$ cat src/rtl/core/ostt_pkg.sv
// Package for the overlay slot translation table.
// Holds the item types, status and operation codes, and controller/datapath links.
// No dependencies.
package ostt_pkg;

  // Default sizing and reset value of the slot region base
  localparam int unsigned SLOT_COUNT_DEFAULT     = 32;
  localparam int unsigned SLOT_SIZE_LOG2_DEFAULT = 18;
  localparam logic [31:0] REGION_BASE_RESET      = 32'h8090_0000;

  // Operation codes
  typedef enum logic {
    OP_RESOLVE  = 1'b0,
    OP_ALLOCATE = 1'b1
  } op_t;

  // Result status codes
  typedef enum logic [1:0] {
    STATUS_OK   = 2'd0,
    STATUS_MISS = 2'd1,
    STATUS_FULL = 2'd2
  } status_t;

  // One input item
  typedef struct packed {
    op_t         operation;
    logic [31:0] virtual_address;
    logic [15:0] overlay_file_id;
  } in_t;

  // One result item
  typedef struct packed {
    logic [31:0] physical_address;
    status_t     status;
  } out_t;

  // Controller to datapath commands
  typedef struct packed {
    logic load;    // capture the item and restart the scan
    logic scan;    // issue one slot read, check the previous one
    logic commit;  // update the table and register the result
  } ostt_cmd_t;

  // Datapath to controller status
  typedef struct packed {
    logic hit;   // slot under check matches
    logic last;  // slot under check is the final one
  } ostt_stat_t;

endpackage

$ cat src/rtl/core/overlay_slot_translation_table.sv
// Overlay slot translation table: top level.
// Joins ostt_ctrl and ostt_dp; depends on ostt_pkg.
//
// Usage:
//   Input channel: drive item and raise start; the item transfers at a rising
//   edge where start is high and busy is low. busy stays high until the
//   item's result has been registered.
//   Result channel: result_strobe is high for one cycle with result valid;
//   the receiver takes it in that cycle and cannot hold it off.
//   Configuration: cfg_we with cfg_wdata writes slot_region_base; write only
//   while busy is low.
//   Timing: slots are read one per cycle from the slot memory's single read
//   port, in index order, and the scan stops at the first matching slot.
//   The result is registered in the commit state that follows the scan; busy
//   falls in the cycle the result strobes, so a new item can transfer then.
//   Reset: all slots are invalid and slot_region_base returns to 0x80900000;
//   no clearing pass is needed.
module overlay_slot_translation_table
  import ostt_pkg::*;
#(
  parameter int unsigned SLOT_COUNT     = SLOT_COUNT_DEFAULT,
  parameter int unsigned SLOT_SIZE_LOG2 = SLOT_SIZE_LOG2_DEFAULT
) (
  input  logic        clk,
  input  logic        rst,
  input  logic        start,
  output logic        busy,
  input  in_t         item,
  input  logic        cfg_we,
  input  logic [31:0] cfg_wdata,
  output logic        result_strobe,
  output out_t        result
);

  ostt_cmd_t  cmd;
  ostt_stat_t stat;

  // Sequencer
  ostt_ctrl u_ctrl (
    .clk   (clk),
    .rst   (rst),
    .start (start),
    .stat  (stat),
    .cmd   (cmd),
    .busy  (busy)
  );

  // Slot table and result path
  ostt_dp #(
    .SLOT_COUNT     (SLOT_COUNT),
    .SLOT_SIZE_LOG2 (SLOT_SIZE_LOG2)
  ) u_dp (
    .clk           (clk),
    .rst           (rst),
    .cmd           (cmd),
    .stat          (stat),
    .item          (item),
    .cfg_we        (cfg_we),
    .cfg_wdata     (cfg_wdata),
    .result_strobe (result_strobe),
    .result        (result)
  );

endmodule

$ cat src/rtl/core/ostt_ctrl.sv
// Controller for the overlay slot translation table.
// Sequences load, slot scan and commit; depends on ostt_pkg.
module ostt_ctrl
  import ostt_pkg::*;
(
  input  logic       clk,
  input  logic       rst,
  input  logic       start,
  input  ostt_stat_t stat,
  output ostt_cmd_t  cmd,
  output logic       busy
);

  typedef enum logic [1:0] {
    ST_IDLE,
    ST_SCAN,
    ST_DONE
  } state_t;

  state_t state;

  // State register
  always_ff @(posedge clk) begin
    if (rst) begin
      state <= ST_IDLE;
    end else begin
      unique case (state)
        ST_IDLE: begin
          if (start) state <= ST_SCAN;
        end
        ST_SCAN: begin
          if (stat.hit || stat.last) state <= ST_DONE;
        end
        ST_DONE: begin
          state <= ST_IDLE;
        end
        default: state <= ST_IDLE;
      endcase
    end
  end

  // Commands and handshake
  assign busy       = (state != ST_IDLE);
  assign cmd.load   = (state == ST_IDLE) && start;
  assign cmd.scan   = (state == ST_SCAN);
  assign cmd.commit = (state == ST_DONE);

`ifndef SYNTHESIS
  // The commit state is entered only straight from the scan state
  a_done_after_scan: assert property (@(posedge clk) disable iff (rst)
    (state == ST_DONE) |-> ($past(state) == ST_SCAN))
    else $error("commit without a preceding scan");
  // A new item is never taken while one is in flight
  a_no_load_busy: assert property (@(posedge clk) disable iff (rst)
    cmd.load |-> !cmd.scan && !cmd.commit)
    else $error("load while busy");
`endif

endmodule

$ cat src/rtl/core/ostt_dp.sv
// Datapath for the overlay slot translation table.
// Slot memories, valid bits, scan pipeline, result register; depends on ostt_pkg.
module ostt_dp
  import ostt_pkg::*;
#(
  parameter int unsigned SLOT_COUNT     = SLOT_COUNT_DEFAULT,
  parameter int unsigned SLOT_SIZE_LOG2 = SLOT_SIZE_LOG2_DEFAULT
) (
  input  logic        clk,
  input  logic        rst,
  input  ostt_cmd_t   cmd,
  output ostt_stat_t  stat,
  input  in_t         item,
  input  logic        cfg_we,
  input  logic [31:0] cfg_wdata,
  output logic        result_strobe,
  output out_t        result
);

  localparam int unsigned IDX_W    = (SLOT_COUNT > 1) ? $clog2(SLOT_COUNT) : 1;
  localparam int unsigned CNT_W    = $clog2(SLOT_COUNT + 1);
  localparam logic [31:0] WIN_SIZE = 32'(64'(1) << SLOT_SIZE_LOG2);

  // Slot storage
  logic [31:0] mem_vb [SLOT_COUNT];
  logic [31:0] mem_pb [SLOT_COUNT];
  logic [15:0] mem_fid [SLOT_COUNT];
  logic [SLOT_COUNT-1:0] valid;

  logic [31:0] region_base;
  in_t         req;

  // Scan pipeline
  logic [CNT_W-1:0] addr_cnt;
  logic [IDX_W-1:0] rd_addr;
  logic             issue;
  logic             rd_ok;
  logic             rd_valid;
  logic [IDX_W-1:0] rd_idx;
  logic [31:0]      rd_vb;
  logic [31:0]      rd_pb;

  // Scan outcome
  logic             hit;
  logic [IDX_W-1:0] hit_idx;
  logic [31:0]      hit_pb;
  logic [31:0]      hit_off;
  logic             free_found;
  logic [IDX_W-1:0] free_idx;

  // Commit controls
  logic             wr_new;
  logic             wr_fid;
  logic [IDX_W-1:0] wr_idx;
  logic [31:0]      new_pb;
  logic [31:0]      win_end;
  logic             match;
  out_t             res_next;

  assign rd_addr = addr_cnt[IDX_W-1:0];
  assign issue   = cmd.scan && (addr_cnt < CNT_W'(SLOT_COUNT));

  // Window and base compare on the slot just read
  always_comb begin
    win_end = rd_vb + WIN_SIZE;
    if (req.operation == OP_RESOLVE) begin
      match = (req.virtual_address >= rd_vb) && (req.virtual_address < win_end);
    end else begin
      match = (req.virtual_address == rd_vb);
    end
    match = match && rd_ok && rd_valid;
  end

  assign stat.hit  = match;
  assign stat.last = rd_ok && (rd_idx == IDX_W'(SLOT_COUNT - 1));

  // Configuration register
  always_ff @(posedge clk) begin
    if (rst) begin
      region_base <= REGION_BASE_RESET;
    end else if (cfg_we) begin
      region_base <= cfg_wdata;
    end
  end

  // Scan control state
  always_ff @(posedge clk) begin
    if (rst) begin
      addr_cnt   <= '0;
      rd_ok      <= 1'b0;
      hit        <= 1'b0;
      free_found <= 1'b0;
    end else if (cmd.load) begin
      addr_cnt   <= '0;
      rd_ok      <= 1'b0;
      hit        <= 1'b0;
      free_found <= 1'b0;
    end else if (cmd.scan) begin
      rd_ok <= issue;
      if (issue) addr_cnt <= addr_cnt + CNT_W'(1);
      if (match) hit <= 1'b1;
      if (rd_ok && !rd_valid && !free_found) free_found <= 1'b1;
    end
  end

  // Scan payload registers
  always_ff @(posedge clk) begin
    if (cmd.load) req <= item;
    if (issue) begin
      rd_idx   <= rd_addr;
      rd_valid <= valid[rd_addr];
    end
    if (cmd.scan && match) begin
      hit_idx <= rd_idx;
      hit_pb  <= rd_pb;
      hit_off <= req.virtual_address - rd_vb;
    end
    if (cmd.scan && rd_ok && !rd_valid && !free_found) free_idx <= rd_idx;
  end

  // Commit decisions
  always_comb begin
    new_pb   = region_base + (32'(free_idx) << SLOT_SIZE_LOG2);
    wr_new   = 1'b0;
    wr_fid   = 1'b0;
    wr_idx   = hit ? hit_idx : free_idx;
    res_next = '{physical_address: 32'd0, status: STATUS_OK};
    if (req.operation == OP_RESOLVE) begin
      if (hit) res_next.physical_address = hit_pb + hit_off;
      else     res_next.status = STATUS_MISS;
    end else if (hit) begin
      wr_fid = cmd.commit;
      res_next.physical_address = hit_pb;
    end else if (free_found) begin
      wr_new = cmd.commit;
      wr_fid = cmd.commit;
      res_next.physical_address = new_pb;
    end else begin
      res_next.status = STATUS_FULL;
    end
  end

  // Slot memories: one write port, one registered read port
  always_ff @(posedge clk) begin
    if (wr_new) begin
      mem_vb[wr_idx] <= req.virtual_address;
      mem_pb[wr_idx] <= new_pb;
    end
    if (wr_fid) mem_fid[wr_idx] <= req.overlay_file_id;
    if (issue) begin
      rd_vb <= mem_vb[rd_addr];
      rd_pb <= mem_pb[rd_addr];
    end
  end

  // Valid bits
  always_ff @(posedge clk) begin
    if (rst) begin
      valid <= '0;
    end else if (wr_new) begin
      valid[wr_idx] <= 1'b1;
    end
  end

  // Result register
  always_ff @(posedge clk) begin
    if (rst) begin
      result_strobe <= 1'b0;
    end else begin
      result_strobe <= cmd.commit;
    end
    if (cmd.commit) result <= res_next;
  end

`ifndef SYNTHESIS
  // Slots are never released, so the count of valid slots never drops
  a_valid_monotonic: assert property (@(posedge clk) disable iff (rst)
    $countones(valid) >= $countones($past(valid)))
    else $error("valid slot lost");
  // A full status means every slot really is valid
  a_full_true: assert property (@(posedge clk) disable iff (rst)
    (cmd.commit && res_next.status == STATUS_FULL) |-> (&valid))
    else $error("full reported with a free slot");
  // Each result follows exactly one commit
  a_strobe_commit: assert property (@(posedge clk) disable iff (rst)
    cmd.commit |=> result_strobe)
    else $error("commit without result");
  // A new slot is claimed only where that slot is not yet valid
  a_claim_free: assert property (@(posedge clk) disable iff (rst)
    wr_new |-> !valid[wr_idx])
    else $error("claim of a valid slot");
`endif

endmodule

$ cat config.mk
export PLATFORM = sky130hd
export DESIGN_NAME = overlay_slot_translation_table
export DESIGN_NICKNAME = d
export VERILOG_FILES = /design/src/rtl/core/ostt_pkg.sv /design/src/rtl/core/overlay_slot_translation_table.sv /design/src/rtl/core/ostt_ctrl.sv /design/src/rtl/core/ostt_dp.sv
export SDC_FILE = /design/constraint.sdc
export NUM_CORES = 2
export LEC_CHECK = 0
export ABC_AREA = 1
export BUFFER_PORTS_ARGS = -buffer_cell sky130_fd_sc_hd__buf_2
export CAP_MARGIN = 25
export CORE_MARGIN = 3
export CORE_UTILIZATION = 52
export CTS_CLUSTER_SIZE = 14
export DETAILED_ROUTE_END_ITERATION = 10
export PLACE_DENSITY_LB_ADDON = 0.12
export SLEW_MARGIN = 20
export SYNTH_ARGS = -nofsm -noshare
export SYNTH_HDL_FRONTEND = slang
export SYNTH_HIERARCHICAL = 1
export SYNTH_SLANG_ARGS = --single-unit
$ cat constraint.sdc
create_clock -name clk -period 6.2 [get_ports clk]
set_clock_uncertainty 0.2 [all_clocks]
set_input_delay 1.55 -clock clk [delete_from_list [all_inputs] [get_ports clk]]
set_output_delay 1.55 -clock clk [all_outputs]
set_load 0.05 [all_outputs]
* Yosys cells after proc, flatten, opt, wreduce, memory -nomap -nowiden
Memory sizes are Yosys's and may differ from the RTL's. A register that Yosys moved wholly into a read port is not among the register bits.
Cells that the tools add are included.
W data, S select, Z words.
** Storage, ports and cells
- Register bits :: 223
- Memory bits (writable) :: 2048
- Output and inout bits :: 36
- Word-level logic and storage cells :: 82
- Memories :: 2
** Cells by class
- Add/sub/neg operators :: 5
- Magnitude comparators :: 6
- Equal/unequal tests :: 6
- Muxes and demuxes :: 21
- Bitwise operators :: 1
- Reductions and logical operators :: 23
** Memory list
- u_dp.mem_pb :: depth 32, bits a word 32, read ports 1, clocked after memory_dff 1, write ports 1, line ostt_dp.sv:26 : logic [31:0] mem_pb [SLOT_COUNT];
- u_dp.mem_vb :: depth 32, bits a word 32, read ports 1, clocked after memory_dff 1, write ports 1, line ostt_dp.sv:25 : logic [31:0] mem_vb [SLOT_COUNT];
** Operator list (number)
- $mux W32 :: 3
- $mux W34 :: 1
- $add A32 B19 Y32 const B :: 1
- $add A32 B23 Y32 :: 1
- $add A32 B32 Y32 :: 1
- $eq A32 B32 Y1 :: 1
- $ge A32 B32 Y1 :: 1
- $lt A32 B32 Y1 :: 1
- $or A32 B32 Y32 :: 1
- $sub A32 B32 Y32 :: 1
- $logic_and A1 B1 Y1 :: 13
- $lt A5 B6 Y1 const B :: 2
- $mux W1 :: 9
- $mux W2 :: 4
- $reduce_and A2 Y1 :: 4
- $add A6 B1 Y6 const B :: 1
- $lt A6 B6 Y1 const B :: 1
- $bmux W1 S5 :: 1
- $demux W1 S5 :: 1
- $eq A5 B5 Y1 const B :: 1
- $ge A5 B1 Y1 const B :: 1
- $mux W5 :: 1
- $ne A2 B2 Y1 const B :: 2
- $pmux W2 S2 :: 1
- other kinds (7) :: 8

* Logic depth before layout (Yosys ltp)
- Word-level depth :: 9
- Depth in mapped cells :: 23
- Gate-level depth less buffers :: 22

* Hierarchy
The synthesis kept the hierarchy.
** Modules (own cells, without submodules)
- ostt_dp :: times used 1, cells an instance 7391, area an instance 94077.7 µm², sequential area each 69316.5 µm²
- ostt_ctrl :: times used 1, cells an instance 17, area an instance 101.3 µm², sequential area each 40.0 µm²

* Worst setup path before layout
OpenSTA, ideal clock, no wires.
- Path kind :: register to register
- Start :: reg u_ctrl.state[1]
- End :: mem u_dp.mem_pb[28][0] (enable)
- Arrival time :: 5.338 ns
- Data required time :: 5.512 ns
- Slack :: 0.175 ns
- Cell stages (with the launch flop) :: 9
- Clock period less this slack :: 6.025 ns
- Path through :: dfxtp_1 inv_1 nor2_1 inv_1 nor3_2 nand2_1 nor2_1 inv_2 nor2_1
** RTL lines
- start, declared :: line ostt_ctrl.sv:20 : state_t state;
- start signal, assigned :: line ostt_ctrl.sv:25 : state <= ST_IDLE;
- start signal, assigned :: line ostt_ctrl.sv:29 : if (start) state <= ST_SCAN;
- start signal, assigned :: line ostt_ctrl.sv:32 : if (stat.hit || stat.last) state <= ST_DONE;
- end, declared :: line ostt_dp.sv:26

* Final worst setup path
- Start :: reg u_dp/req[16] (netlist bit)
- End :: reg u_dp.hit_pb[14] (enable)
** On the way
- Word-level cells in the longest chain between the ends :: 6
- Elaborated cells on any way between the ends :: 8
- Classes of those cells :: 2 x order compare; 1 x eq/ne; 1 x mux; 4 x reduce/logical
** RTL lines
- start, declared :: line ostt_dp.sv:31 : in_t req;
- start signal, assigned :: line ostt_dp.sv:108 : if (cmd.load) req <= item;
- $ge A32 B32 Y1 or $lt A32 B32 Y1 (tied branches) :: line ostt_dp.sv:67 : match = (req.virtual_address >= rd_vb) && (req.virtual_address < win_end);
- $logic_and A1 B1 Y1 :: line ostt_dp.sv:67
- $mux W1 * :: line ostt_dp.sv:66 : if (req.operation == OP_RESOLVE) begin
- $logic_and A1 B1 Y1 * (2 in series) :: line ostt_dp.sv:71 : match = match && rd_ok && rd_valid;
- $logic_and A1 B1 Y1 * :: line ostt_dp.sv:113 : if (cmd.scan && match) begin
- end signal, assigned :: line ostt_dp.sv:115 : hit_pb <= rd_pb;
- end, declared :: line ostt_dp.sv:46 : logic [31:0] hit_pb;
Mark *: on every way between the ends. The rest lies on a longest branch, timed or not.
A chain may end at the register's enable or synchronous reset.

==> flow_summary.json <==
{
  "status": "finished, final reports clean",
  "post-route-period-util": 0.744,
  "async_flop_share": 0,
  "holdBufCountCts": 0,
  "drt-total-wl_mm": 276,
  "numPlacedInstances": 9572,
  "worstPathRequired_ps": 6580,
  "grt_util_all_layers": 0.293,
  "area_growth_syn_to_layout_pct": 11.4,
  "final_common_cell": "edfxtp_1",
  "reg2reg_slack_ps": 1580,
  "vias": 61842,
  "min_path_cells": 0,
  "min_from": "u_dp/rd_pb[7]",
  "drc": 0,
  "placed_cell_area_mm2": 0.0978,
  "syn_nets": 7581,
  "place.gp.congestion": 0.956,
  "pre_cts_slack_ps": 1640,
  "synthesis.area_mm2": 0.0942,
  "dieArea_mm2": 0.186,
  "fmax_mhz": 217,
  "max_slew_margin": 0.263,
  "slew_violations": 0,
  "drtIter0Drc": 8181,
  "cts_setup_buffers": 0,
  "rsz0062_at_grt": "false",
  "nNetsFinal": 7627,
  "worst-setup-path-type": "flip-flop to flip-flop",
  "clk_pin_slew_ps": 60,
  "top_usage_layer": "met2",
  "die_w_um": 432,
  "crit_top_cell": "nand2_1",
  "cp.buffers_inverters": 4,
  "reg2reg_depth": 16,
  "fillCellCount": 14347,
  "postCtsResizedCells": 0,
  "cp-start-kind": "flip-flop",
  "end_kind": "flip-flop",
  "cts_root_buf": "clkbuf_16",
  "r2r-start": "u_dp/req[16]",
  "drt.antenna.violating_nets": 0,
  "wire_per_inst_um": 27.6,
  "io_pins": 121,
  "startpoint": "u_dp/req[16]",
  "synth-seq-area-share": 0.736,
  "synth_ff_type": "edfxtp_1",
  "multi_input_area_mm2": 0.0222,
  "die_y_um": 432,
  "fin_ws_ps": 1580,
  "h-tree-depth": 4,
  "hp-class": "flip-flop to flip-flop",
  "final_area_mm2": 0.105,
  "synthCells": 7408,
  "arrival_ps": 4990,
  "yosys.cell_types.count": 53,
  "cp_slowest_cell": "edfxtp_1",
  "power_density_mw_per_mm2": 316,
  "first_global_vias": 57510,
  "final_cell_mix": "edfxtp_1, nor2_1, o21ai_0, nand2_1, o22ai_1",
  "use_met2": 0.453,
  "holdPathEnd": "u_dp/hit_pb[7]",
  "power.total_mw": 33.1,
  "antenna_found_initial": 10,
  "io_buffers": 104,
  "worstPathMaxFanout": 44,
  "clkLatencyLatePin_ps": 880,
  "worst_slew_pin_slew_ps": 1100,
  "seq_area_mm2": 0.0694,
  "cts_buffer_depth": 3,
  "setup-tns-final_ps": 0,
  "vias_per_cell": 6.18,
  "cp_slowest_stage_delay_ps": 980,
  "fin_cells": 10001,
  "regToRegEndpoint": "u_dp/hit_pb[14]",
  "finalCriticalPeriod_ps": 4620,
  "detailed_place_hpwl_mm": 143,
  "p_leak_nw": 34.9,
  "hold_viol": 0,
  "overflow": 0,
  "core_area_mm2": 0.179,
  "clock-sinks": 2335,
  "grt_max_degree": 221,
  "cts_made_buffers": 229,
  "setup_viol_count_final": 0,
  "maxCapViolCount": 0,
  "cts_tree": "done",
  "path_cells": "inv_1, ha_1, fa_1, inv_1, nand2_1, nand2_1, nand3_1, nand2_1, nand2_1, nand2_1, nand2_1, nand2_1, a21oi_1, nand3_1, clkinv_2, buf_12",
  "start_util": 0.526,
  "firstDrtPassIters": 6,
  "ys_ff_latch": 2335,
  "grt_use_met1": 0.433,
  "grt_util_met3": 0.0457,
  "grt_pass1_wl_mm": 399,
  "drive_above_1_share": 0.0849,
  "crit_cells": 16,
  "critPathTopFamily": "buffers and inverters",
  "synth_edf_count": 2259,
  "yosys_warnings": 6,
  "rows": 155,
  "vdd_drop_max_uv": 257,
  "syn_avg_cell_area_um2": 12.7
}
-- registers in the layout, summed over array words and instances (netlist names) --
register            count
u_dp/result_strobe      1
u_ctrl/state            2
u_dp/hit_pb            32
u_dp/free_idx           5
u_dp/req               33
u_dp/rd_ok              1
u_dp/rd_vb             32
u_dp/region_base       32
u_dp/result            34
u_dp/valid             32
u_dp/rd_pb             32
u_dp/hit_idx            5
u_dp/mem_vb          1024
u_dp/free_found         1
u_dp/rd_valid           1
u_dp/mem_pb          1024
u_dp/hit                1
u_dp/addr_cnt           6
u_dp/rd_idx             5
u_dp/hit_off           32
-- routing by layer --
layer | vias to the layer above | wire length (µm) | share of wire
met5 | - | 12 | 0.000044
met4 | 2 | 7390 | 0.027
met3 | 428 | 24500 | 0.089
met2 | 3037 | 127000 | 0.46
met1 | 30946 | 117000 | 0.43
li1 | 27429 | - | -
-- how the worst max path moves through the flow --
stage | to | slack, ps
final | u_dp/hit_pb[14] | 1580
after global routing | u_dp/hit_pb[25] | 1260
after CTS | u_dp/hit_pb[25] | 1600
after detailed placement | u_dp/hit_pb[14] | 1640
after global placement | u_dp/hit_pb[16] | 1730
after floorplan | u_dp/mem_pb[28][0] | 170
-- cell families after synthesis --
| group | share of synthesized area |
|---|---|
| AND/OR/NAND/NOR | 0.0938 |
| flip-flops | 0.736 |
| XOR/XNOR | 0.00400 |
| adder cells (fa/ha/maj) | 0.0119 |
| buffers and inverters | 0.0307 |
| AO/OA/AOI/OAI | 0.123 |
-- synth_stat cells (all sizes together) (5+ instances only) --
cell type / n / area [µm²]
a211oi: 9 / 67.6
a21o: 13 / 97.6
a21oi: 171 / 856
a22oi: 18 / 135
a31oi: 67 / 419
a32oi: 7 / 61.3
buf: 195 / 1110
clkbuf: 260 / 978
clkinv: 5 / 20.0
dfxtp: 76 / 1520
edfxtp: 2259 / 67800
ha: 85 / 1060
inv: 207 / 782
nand2: 541 / 2030
nand3: 143 / 716
nand3b: 6 / 45.0
nand4: 18 / 113
nor2: 1454 / 5550
nor3: 47 / 240
o211ai: 32 / 240
o21ai: 1203 / 6050
o21bai: 15 / 113
o221ai: 138 / 1210
o22ai: 358 / 2240
or2: 8 / 50.0
xnor2: 10 / 87.6
xor2: 33 / 289
-- layout make-up --
class	count	area share
Sequential cell	2335	0.661
Multi-Input combinational cell	4406	0.212
Clock buffer	291	0.0573
Tap cell	2355	0.0281
Timing Repair Buffer	270	0.0240
Clock inverter	130	0.00947
Inverter	212	0.00810
Antenna cell	2	0.0000477
-- per-stage QoR --
step | util | hold WS, ps
CTS | 0.585 | 219
floorplan | - | 200
finish | 0.585 | 220
detailed placement | 0.546 | 205
global placement | 0.545 | 205
global route | 0.585 | 227
-- power by group --
| part | switching (mW) | total (mW) | internal [mW] |
|---|---|---|---|
| Sequential | 0.0806 | 17.6 | 17.5 |
| Clock | 5.86 | 13.1 | 7.24 |
| Combinational | 1.77 | 2.40 | 0.638 |
| Total | 7.71 | 33.1 | 25.4 |
Power figures use the tool's default switching activity.
